$ cat src/hdl/tpq_pkg.sv
// shared types and constants of the task priority queue
package tpq_pkg;

  localparam int QUEUE_DEPTH = 16;
  localparam int IDX_W       = $clog2(QUEUE_DEPTH);
  localparam int CNT_W       = $clog2(QUEUE_DEPTH + 1);

  localparam int ID_W    = 17;
  localparam int IN_ID_W = 10;
  localparam int PRI_W   = 8;
  localparam int DUR_W   = 16;
  localparam int RES_W   = 8;
  localparam int SPL_W   = 5;

  localparam logic [RES_W-1:0] SPLIT_THRESHOLD_RST = 8'd5;
  localparam int               SPLIT_ID_MUL        = 100;

  localparam logic KIND_PUSH = 1'b0;
  localparam logic KIND_POP  = 1'b1;

  typedef enum logic [2:0] {
    STAT_PUSHED     = 3'd0,
    STAT_FULL       = 3'd1,
    STAT_DISPATCHED = 3'd2,
    STAT_EMPTY      = 3'd3,
    STAT_UNSPLIT    = 3'd4
  } status_t;

  typedef enum logic [2:0] {
    S_IDLE,
    S_SEARCH,
    S_DECIDE,
    S_APP0,
    S_APP1
  } state_t;

  typedef enum logic [1:0] {
    CELL_HOLD,
    CELL_APPEND,
    CELL_REMOVE
  } cell_op_t;

  typedef struct packed {
    logic [ID_W-1:0]  id;
    logic [PRI_W-1:0] priority_lvl;
    logic             critical;
    logic [DUR_W-1:0] duration;
    logic [RES_W-1:0] resources;
    logic             split;
  } entry_t;

  typedef struct packed {
    logic             valid;
    logic [IDX_W-1:0] idx;
    entry_t           entry;
  } cand_t;

  typedef struct packed {
    cell_op_t         op;
    logic [IDX_W-1:0] sel;
    logic [CNT_W-1:0] count;
    entry_t           wdata;
  } cell_ctl_t;

  typedef struct packed {
    status_t          status;
    entry_t           entry;
    logic [SPL_W-1:0] splits;
  } result_t;

endpackage

$ cat src/hdl/tpq_cell.sv
// one queue slot: stores a task and passes the best candidate toward the head
module tpq_cell import tpq_pkg::*; (
  input  logic             clk,
  input  logic             rst,
  input  logic [IDX_W-1:0] cell_idx,
  input  cell_ctl_t        ctl,
  input  entry_t           next_entry,
  input  cand_t            cand_in,
  output entry_t           entry,
  output cand_t            cand
);

  logic        own_valid;
  logic [24:0] own_key;
  logic [24:0] in_key;
  cand_t       cand_next;

  // lower key ranks better: priority, then critical, then duration
  assign own_key   = {entry.priority_lvl, ~entry.critical, entry.duration};
  assign in_key    = {cand_in.entry.priority_lvl, ~cand_in.entry.critical,
                      cand_in.entry.duration};
  assign own_valid = CNT_W'(cell_idx) < ctl.count;

  // on a tie the own slot wins, it is older than anything behind it
  always_comb begin
    if (!own_valid) begin
      cand_next = cand_in;
    end else if (cand_in.valid && (in_key < own_key)) begin
      cand_next = cand_in;
    end else begin
      cand_next = '{valid: 1'b1, idx: cell_idx, entry: entry};
    end
  end

  always_ff @(posedge clk) begin
    unique case (ctl.op)
      CELL_APPEND: begin
        if (ctl.sel == cell_idx) begin
          entry <= ctl.wdata;
        end
      end
      CELL_REMOVE: begin
        if (cell_idx >= ctl.sel) begin
          entry <= next_entry;
        end
      end
      default: begin
      end
    endcase
  end

  always_ff @(posedge clk) begin
    if (rst) begin
      cand.valid <= 1'b0;
    end else begin
      cand.valid <= cand_next.valid;
    end
    cand.idx   <= cand_next.idx;
    cand.entry <= cand_next.entry;
  end

endmodule

$ cat src/hdl/tpq_ctrl.sv
// sequencer: push, search passes, splitting and dispatch
module tpq_ctrl import tpq_pkg::*; (
  input  logic               clk,
  input  logic               rst,
  input  logic               start,
  input  logic               kind,
  input  logic [IN_ID_W-1:0] task_id,
  input  logic [PRI_W-1:0]   priority_req,
  input  logic               critical,
  input  logic [DUR_W-1:0]   duration,
  input  logic [RES_W-1:0]   resources,
  input  logic               split_threshold_we,
  input  logic [RES_W-1:0]   split_threshold_wdata,
  input  cand_t              best,
  output cell_ctl_t          ctl,
  output logic               busy,
  output logic               done,
  output result_t            res
);

  state_t           state, state_next;
  logic [IDX_W-1:0] cnt, cnt_next;
  logic [CNT_W-1:0] count, count_next;
  logic [SPL_W-1:0] splits, splits_next;
  entry_t           cur, cur_next;
  logic [RES_W-1:0] threshold;
  logic             done_next;
  result_t          res_next;
  logic [23:0]      id_scaled;
  entry_t           half;
  logic             split_go;

  assign id_scaled = 24'(cur.id) * 24'(SPLIT_ID_MUL);
  assign split_go  = (best.entry.resources > threshold) && !best.entry.split;

  always_comb begin
    half           = cur;
    half.id        = id_scaled[ID_W-1:0];
    half.duration  = cur.duration >> 1;
    half.resources = cur.resources >> 1;
    half.split     = 1'b1;
  end

  assign busy = (state != S_IDLE);

  always_comb begin
    state_next  = state;
    cnt_next    = cnt;
    count_next  = count;
    splits_next = splits;
    cur_next    = cur;
    done_next   = 1'b0;
    res_next    = '{status: STAT_PUSHED, entry: '0, splits: '0};
    ctl         = '{op: CELL_HOLD, sel: '0, count: count, wdata: '0};
    unique case (state)
      S_IDLE: begin
        if (start) begin
          if (kind == KIND_PUSH) begin
            done_next = 1'b1;
            if (count < CNT_W'(QUEUE_DEPTH)) begin
              ctl.op    = CELL_APPEND;
              ctl.sel   = count[IDX_W-1:0];
              ctl.wdata = '{id: ID_W'(task_id), priority_lvl: priority_req,
                            critical: critical, duration: duration,
                            resources: resources, split: 1'b0};
              count_next = count + 1'b1;
            end else begin
              res_next.status = STAT_FULL;
            end
          end else begin
            splits_next = '0;
            cnt_next    = '0;
            state_next  = S_SEARCH;
          end
        end
      end
      S_SEARCH: begin
        // the candidate ripples through every cell, registered in each, to reach the head
        cnt_next = cnt + 1'b1;
        if (cnt == IDX_W'(QUEUE_DEPTH - 1)) begin
          state_next = S_DECIDE;
        end
      end
      S_DECIDE: begin
        if (count == '0) begin
          done_next       = 1'b1;
          res_next.status = STAT_EMPTY;
          res_next.splits = splits;
          state_next      = S_IDLE;
        end else begin
          ctl.op     = CELL_REMOVE;
          ctl.sel    = best.idx;
          count_next = count - 1'b1;
          if (split_go && (count < CNT_W'(QUEUE_DEPTH))) begin
            cur_next   = best.entry;
            state_next = S_APP0;
          end else begin
            done_next       = 1'b1;
            res_next.status = split_go ? STAT_UNSPLIT : STAT_DISPATCHED;
            res_next.entry  = best.entry;
            res_next.splits = splits;
            state_next      = S_IDLE;
          end
        end
      end
      S_APP0: begin
        ctl.op     = CELL_APPEND;
        ctl.sel    = count[IDX_W-1:0];
        ctl.wdata  = half;
        count_next = count + 1'b1;
        state_next = S_APP1;
      end
      S_APP1: begin
        ctl.op       = CELL_APPEND;
        ctl.sel      = count[IDX_W-1:0];
        ctl.wdata    = half;
        ctl.wdata.id = half.id + 1'b1;
        count_next   = count + 1'b1;
        splits_next  = splits + 1'b1;
        cnt_next     = '0;
        state_next   = S_SEARCH;
      end
      default: begin
        state_next = S_IDLE;
      end
    endcase
  end

  always_ff @(posedge clk) begin
    if (rst) begin
      state     <= S_IDLE;
      count     <= '0;
      threshold <= SPLIT_THRESHOLD_RST;
      done      <= 1'b0;
    end else begin
      state <= state_next;
      count <= count_next;
      done  <= done_next;
      if (split_threshold_we) begin
        threshold <= split_threshold_wdata;
      end
    end
    cnt    <= cnt_next;
    splits <= splits_next;
    cur    <= cur_next;
    if (done_next) begin
      res <= res_next;
    end
  end

endmodule

$ cat src/hdl/task_priority_queue_with_split.sv
// top level: task priority queue built as a row of slot cells
//
//  channel   signals                                  handshake
//  request   kind task_id priority_req critical ...   start & !busy
//  result    status out_id ... splits_done            done, one cycle
//  config    split_threshold_wdata                    split_threshold_we
//
// a push is handled in the idle state; its result shows in the next cycle and busy stays low.
// a pop runs one selection pass, plus one more for each split: each selection pass lets the best
// candidate ripple through all 16 cells, a split adds a remove and two appends.
// reset empties the queue and sets the split threshold to 5.
// results are strobed by done for one cycle and cannot be held off.
module task_priority_queue_with_split import tpq_pkg::*; (
  input  logic               clk,
  input  logic               rst,
  input  logic               start,
  output logic               busy,
  input  logic               kind,
  input  logic [IN_ID_W-1:0] task_id,
  input  logic [PRI_W-1:0]   priority_req,
  input  logic               critical,
  input  logic [DUR_W-1:0]   duration,
  input  logic [RES_W-1:0]   resources,
  input  logic               split_threshold_we,
  input  logic [RES_W-1:0]   split_threshold_wdata,
  output logic               done,
  output logic [2:0]         status,
  output logic [ID_W-1:0]    out_id,
  output logic [PRI_W-1:0]   out_priority,
  output logic               out_critical,
  output logic [DUR_W-1:0]   out_duration,
  output logic [RES_W-1:0]   out_resources,
  output logic               out_was_split,
  output logic [SPL_W-1:0]   splits_done
);

  cell_ctl_t ctl;
  result_t   res;
  entry_t    entries [QUEUE_DEPTH];
  cand_t     cands   [QUEUE_DEPTH];

  tpq_ctrl u_ctrl (
    .clk                   (clk),
    .rst                   (rst),
    .start                 (start),
    .kind                  (kind),
    .task_id               (task_id),
    .priority_req          (priority_req),
    .critical              (critical),
    .duration              (duration),
    .resources             (resources),
    .split_threshold_we    (split_threshold_we),
    .split_threshold_wdata (split_threshold_wdata),
    .best                  (cands[0]),
    .ctl                   (ctl),
    .busy                  (busy),
    .done                  (done),
    .res                   (res)
  );

  for (genvar i = 0; i < QUEUE_DEPTH; i++) begin : g_cell
    entry_t next_entry;
    cand_t  cand_in;
    if (i == QUEUE_DEPTH - 1) begin : g_tail
      assign next_entry = entries[i];
      assign cand_in    = '0;
    end else begin : g_body
      assign next_entry = entries[i+1];
      assign cand_in    = cands[i+1];
    end
    tpq_cell u_cell (
      .clk        (clk),
      .rst        (rst),
      .cell_idx   (IDX_W'(i)),
      .ctl        (ctl),
      .next_entry (next_entry),
      .cand_in    (cand_in),
      .entry      (entries[i]),
      .cand       (cands[i])
    );
  end

  assign status        = res.status;
  assign out_id        = res.entry.id;
  assign out_priority  = res.entry.priority_lvl;
  assign out_critical  = res.entry.critical;
  assign out_duration  = res.entry.duration;
  assign out_resources = res.entry.resources;
  assign out_was_split = res.entry.split;
  assign splits_done   = res.splits;

endmodule

$ cat config.mk
export PLATFORM = sky130hd
export DESIGN_NAME = task_priority_queue_with_split
export DESIGN_NICKNAME = d
export VERILOG_FILES = /design/src/hdl/tpq_pkg.sv /design/src/hdl/tpq_cell.sv /design/src/hdl/tpq_ctrl.sv /design/src/hdl/task_priority_queue_with_split.sv
export SDC_FILE = /design/constraint.sdc
export NUM_CORES = 2
export LEC_CHECK = 0
export BUFFER_PORTS_ARGS = -buffer_cell sky130_fd_sc_hd__buf_2
export CAP_MARGIN = 15
export CORE_MARGIN = 2
export CORE_UTILIZATION = 60
export CTS_BUF_LIST = sky130_fd_sc_hd__clkbuf_4
export DETAILED_ROUTE_END_ITERATION = 6
export HOLD_SLACK_MARGIN = 0.05
export PLACE_DENSITY = 0.76
export SYNTH_ARGS = -nofsm -noshare
export SYNTH_HDL_FRONTEND = slang
export SYNTH_HIERARCHICAL = 1
export SYNTH_SLANG_ARGS = --single-unit
$ cat constraint.sdc
create_clock -name clk -period 15.1 [get_ports clk]
set_input_delay 0 -clock clk [delete_from_list [all_inputs] [get_ports clk]]
set_output_delay 0 -clock clk [all_outputs]
set_load 0.1 [all_outputs]
==> metrics.md <==
| Metric | Value |
|---|---|
| Largest net degree at the start of global routing | `60` |
| Final hold vios | `0` |
| Met3 Track Usage GR | `3.37%` |
| Core box area | `142,000 um^2` |
| CTS resizes | `0` |
| Avg Cell Area, Syn | `14.4 um^2` |
| Crit Path Max Fanout | `56` |
| Flop2flop setup slack | `9710 ps` |
| Hold_buf cts | `88` |
| Worst reg2reg endpoint | `g_cell[14].u_cell/entry[16]` |
| CP Cell Sequence | `inv_1 > or3_1 > nor2_4 > buf_4 > a22o_1 > inv_1 > ha_1 > nor2b_1 > o21ai_0 > a21boi_0 > o21a_1 > a31o_2 > a22o_2 > buf_4` |
| Router iterations before antenna repair | `5` |
| Area delta synth->final | `10.8%` |
| CTS Buf Count | `456` |
| Worst Reg-to-Reg Cells | `14` |
| Placer congestion estimate | `0.840` |
| Gr busiest metal | `met2` |
| H-tree levels | `5` |
| Post-CTS setup buffers | `0` |
| Number of buffers inserted by port buffering | `116` |
| Worst VDD drop | `0.0000646 V` |
| Final min period | `5390 ps` |
| Drt total wl | `155,000 um` |
| Max-cap violation count | `0` |
| Final routed DRC violation total | `0` |
| Most common library cell in the layout ignoring fill and taps | `mux2_2` |
| Fmax | `186 MHz` |
| Clock transition at path regs | `60 ps` |
| Share of layout cells above drive strength 1 | `38.1%` |
| Mapped Cells | `5,956` |
| Maximum clock path buffer count | `4` |
| Antenna viol nets, final | `0` |
| Data required time of the worst path | `15,990 ps` |
| Grt ovf | `0` |
| Initial antenna violation count | `2` |
| Cell Area, Synth | `86,000 um^2` |
| Clk_lat worst skew | `1340 ps` |
| Slowest cell delay on critical path | `880 ps` |
| Hpwl dp | `109,000 um` |
| Critical-path top delay cell | `nor2_4` |
| GRT Overall Usage | `21.1%` |
| First-pass GRT wire length | `252,000 um` |
| CP arrival | `6280 ps` |
| Placed Instances | `8,069` |
| Final WS setup | `9710 ps` |
| Via count | `46,900` |
| Ys Warns | `6` |
| Final setup viols | `0` |
| I/O pin total | `117` |
| Die X | `383 um` |
| Clock Sinks | `1,842` |
| Met2 Track Usage GR | `35.0%` |
| Nets | `7,339` |
| Max-slew violations | `0` |
| Vias in the first global route | `49,300` |
| Leak | `0.0422 uW` |
| Min-delay worst type | `primary input to register` |
| Standard-cell rows | `138` |
| Final setup skew | `107 ps` |
| Status | `finished clean` |
| GRT met1 Usage | `28.2%` |
| Fin cells | `9,002` |
| RR Startpoint | `u_ctrl/state[1]` |
| Crit path capture type | `register` |
| Die Span Y | `383 um` |
| Setup_tns | `0 ps` |
| Worst-margin pin slew | `1190 ps` |
| Crit path kind | `register to register` |
| DRT iter0 DRCs | `2,057` |
| Place WS | `9570 ps` |
| Worst Hold Path EP | `u_ctrl/threshold[2]` |
| Placed Area | `88,400 um^2` |
| RSZ-0062 raised after global routing | `no` |
| Setup crit start kind | `register` |
| Min-delay src | `split_threshold_we` |
| Most frequent cells in the layout | `mux2_2 (988), edfxtp_1 (930), dfxtp_1 (912), clkbuf_4 (703), mux2_4 (700)` |
| Slew margin rel. | `20.5%` |
| Vias/cell | `5.21` |
| Finished Cell Area | `95,300 um^2` |
| Die area | `146,000 um^2` |
| Hold depth | `4` |
| Fillers | `10,200` |
| Period utilization | `35.7%` |
| Initial core utilization | `60.6%` |
| Pwr dens | `121 nW/um^2` |
| Drt wl/cell | `17.2 um` |
| Clk root buf | `clkbuf_4` |
| CTS tree | `done` |
worst max path at each step:
stage	start	end	slack [ps]
global placement	u_ctrl/state[1]	g_cell[7].u_cell/entry[10]	9650
global route	u_ctrl/state[1]	g_cell[15].u_cell/entry[13]	9360
finish	u_ctrl/state[1]	g_cell[14].u_cell/entry[16]	9710
detailed placement	u_ctrl/state[1]	g_cell[7].u_cell/entry[11]	9570
floorplan	u_ctrl/state[0]	g_cell[10].u_cell/entry[0]	10010
CTS	u_ctrl/state[1]	g_cell[7].u_cell/entry[17]	9590
routing by layer:
metal / vias up / part of all wire [%] / wire (um)
li1: 23500 / - / -
met1: 22300 / 47 / 73200
met2: 870 / 47 / 72900
met3: 289 / 3.5 / 5450
met4: 0 / 2.2 / 3360
met5: - / 0 / 0
final cells by class:
type,count,area [um^2],area share [%]
Sequential cell,1842,46200,48.5
Multi-Input combinational cell,3584,36700,38.5
Clock buffer,703,5280,5.54
Tap cell,1890,2360,2.48
Inverter,585,2200,2.30
Timing Repair Buffer,263,2000,2.10
Clock inverter,127,551,0.578
Antenna cell,8,20.0,0.0210
worst max-delay path, delay by kind of cell (launching register included):
kind                     cells  cell delay [ps]
AO/OA/AOI/OAI                6             1400
adder cells (fa/ha/maj)      1              330
buffers and inverters        4             1300
flip-flops                   1              480
AND/OR/NAND/NOR              3             1460
where the power goes:
group	leakage, uW	total [uW]	switching [uW]	internal, uW
combinational	0.0223	1560	653	902
sequential	0.0164	5920	205	5720
clock	0.00349	4020	1870	2150
state kept, by name, indices dropped and copies added (netlist names):
name                 flops
g_cell.u_cell/cand     895
g_cell.u_cell/entry    816
u_ctrl/cnt               4
u_ctrl/count             5
u_ctrl/cur              46
u_ctrl/done              1
u_ctrl/res              59
u_ctrl/splits            5
u_ctrl/state             3
u_ctrl/threshold         8
per-stage QoR:
stage                     total power, uW  hold slack [ps]  util (%)
after floorplan                      7310             69.1         -
after global placement               7500              224      62.3
after detailed placement             7560              227      62.3
after CTS                           11600              111      67.0
after global routing                12100              197      67.2
final                               11500              317      67.2
No activity file was read; power rests on OpenSTA's default activity.
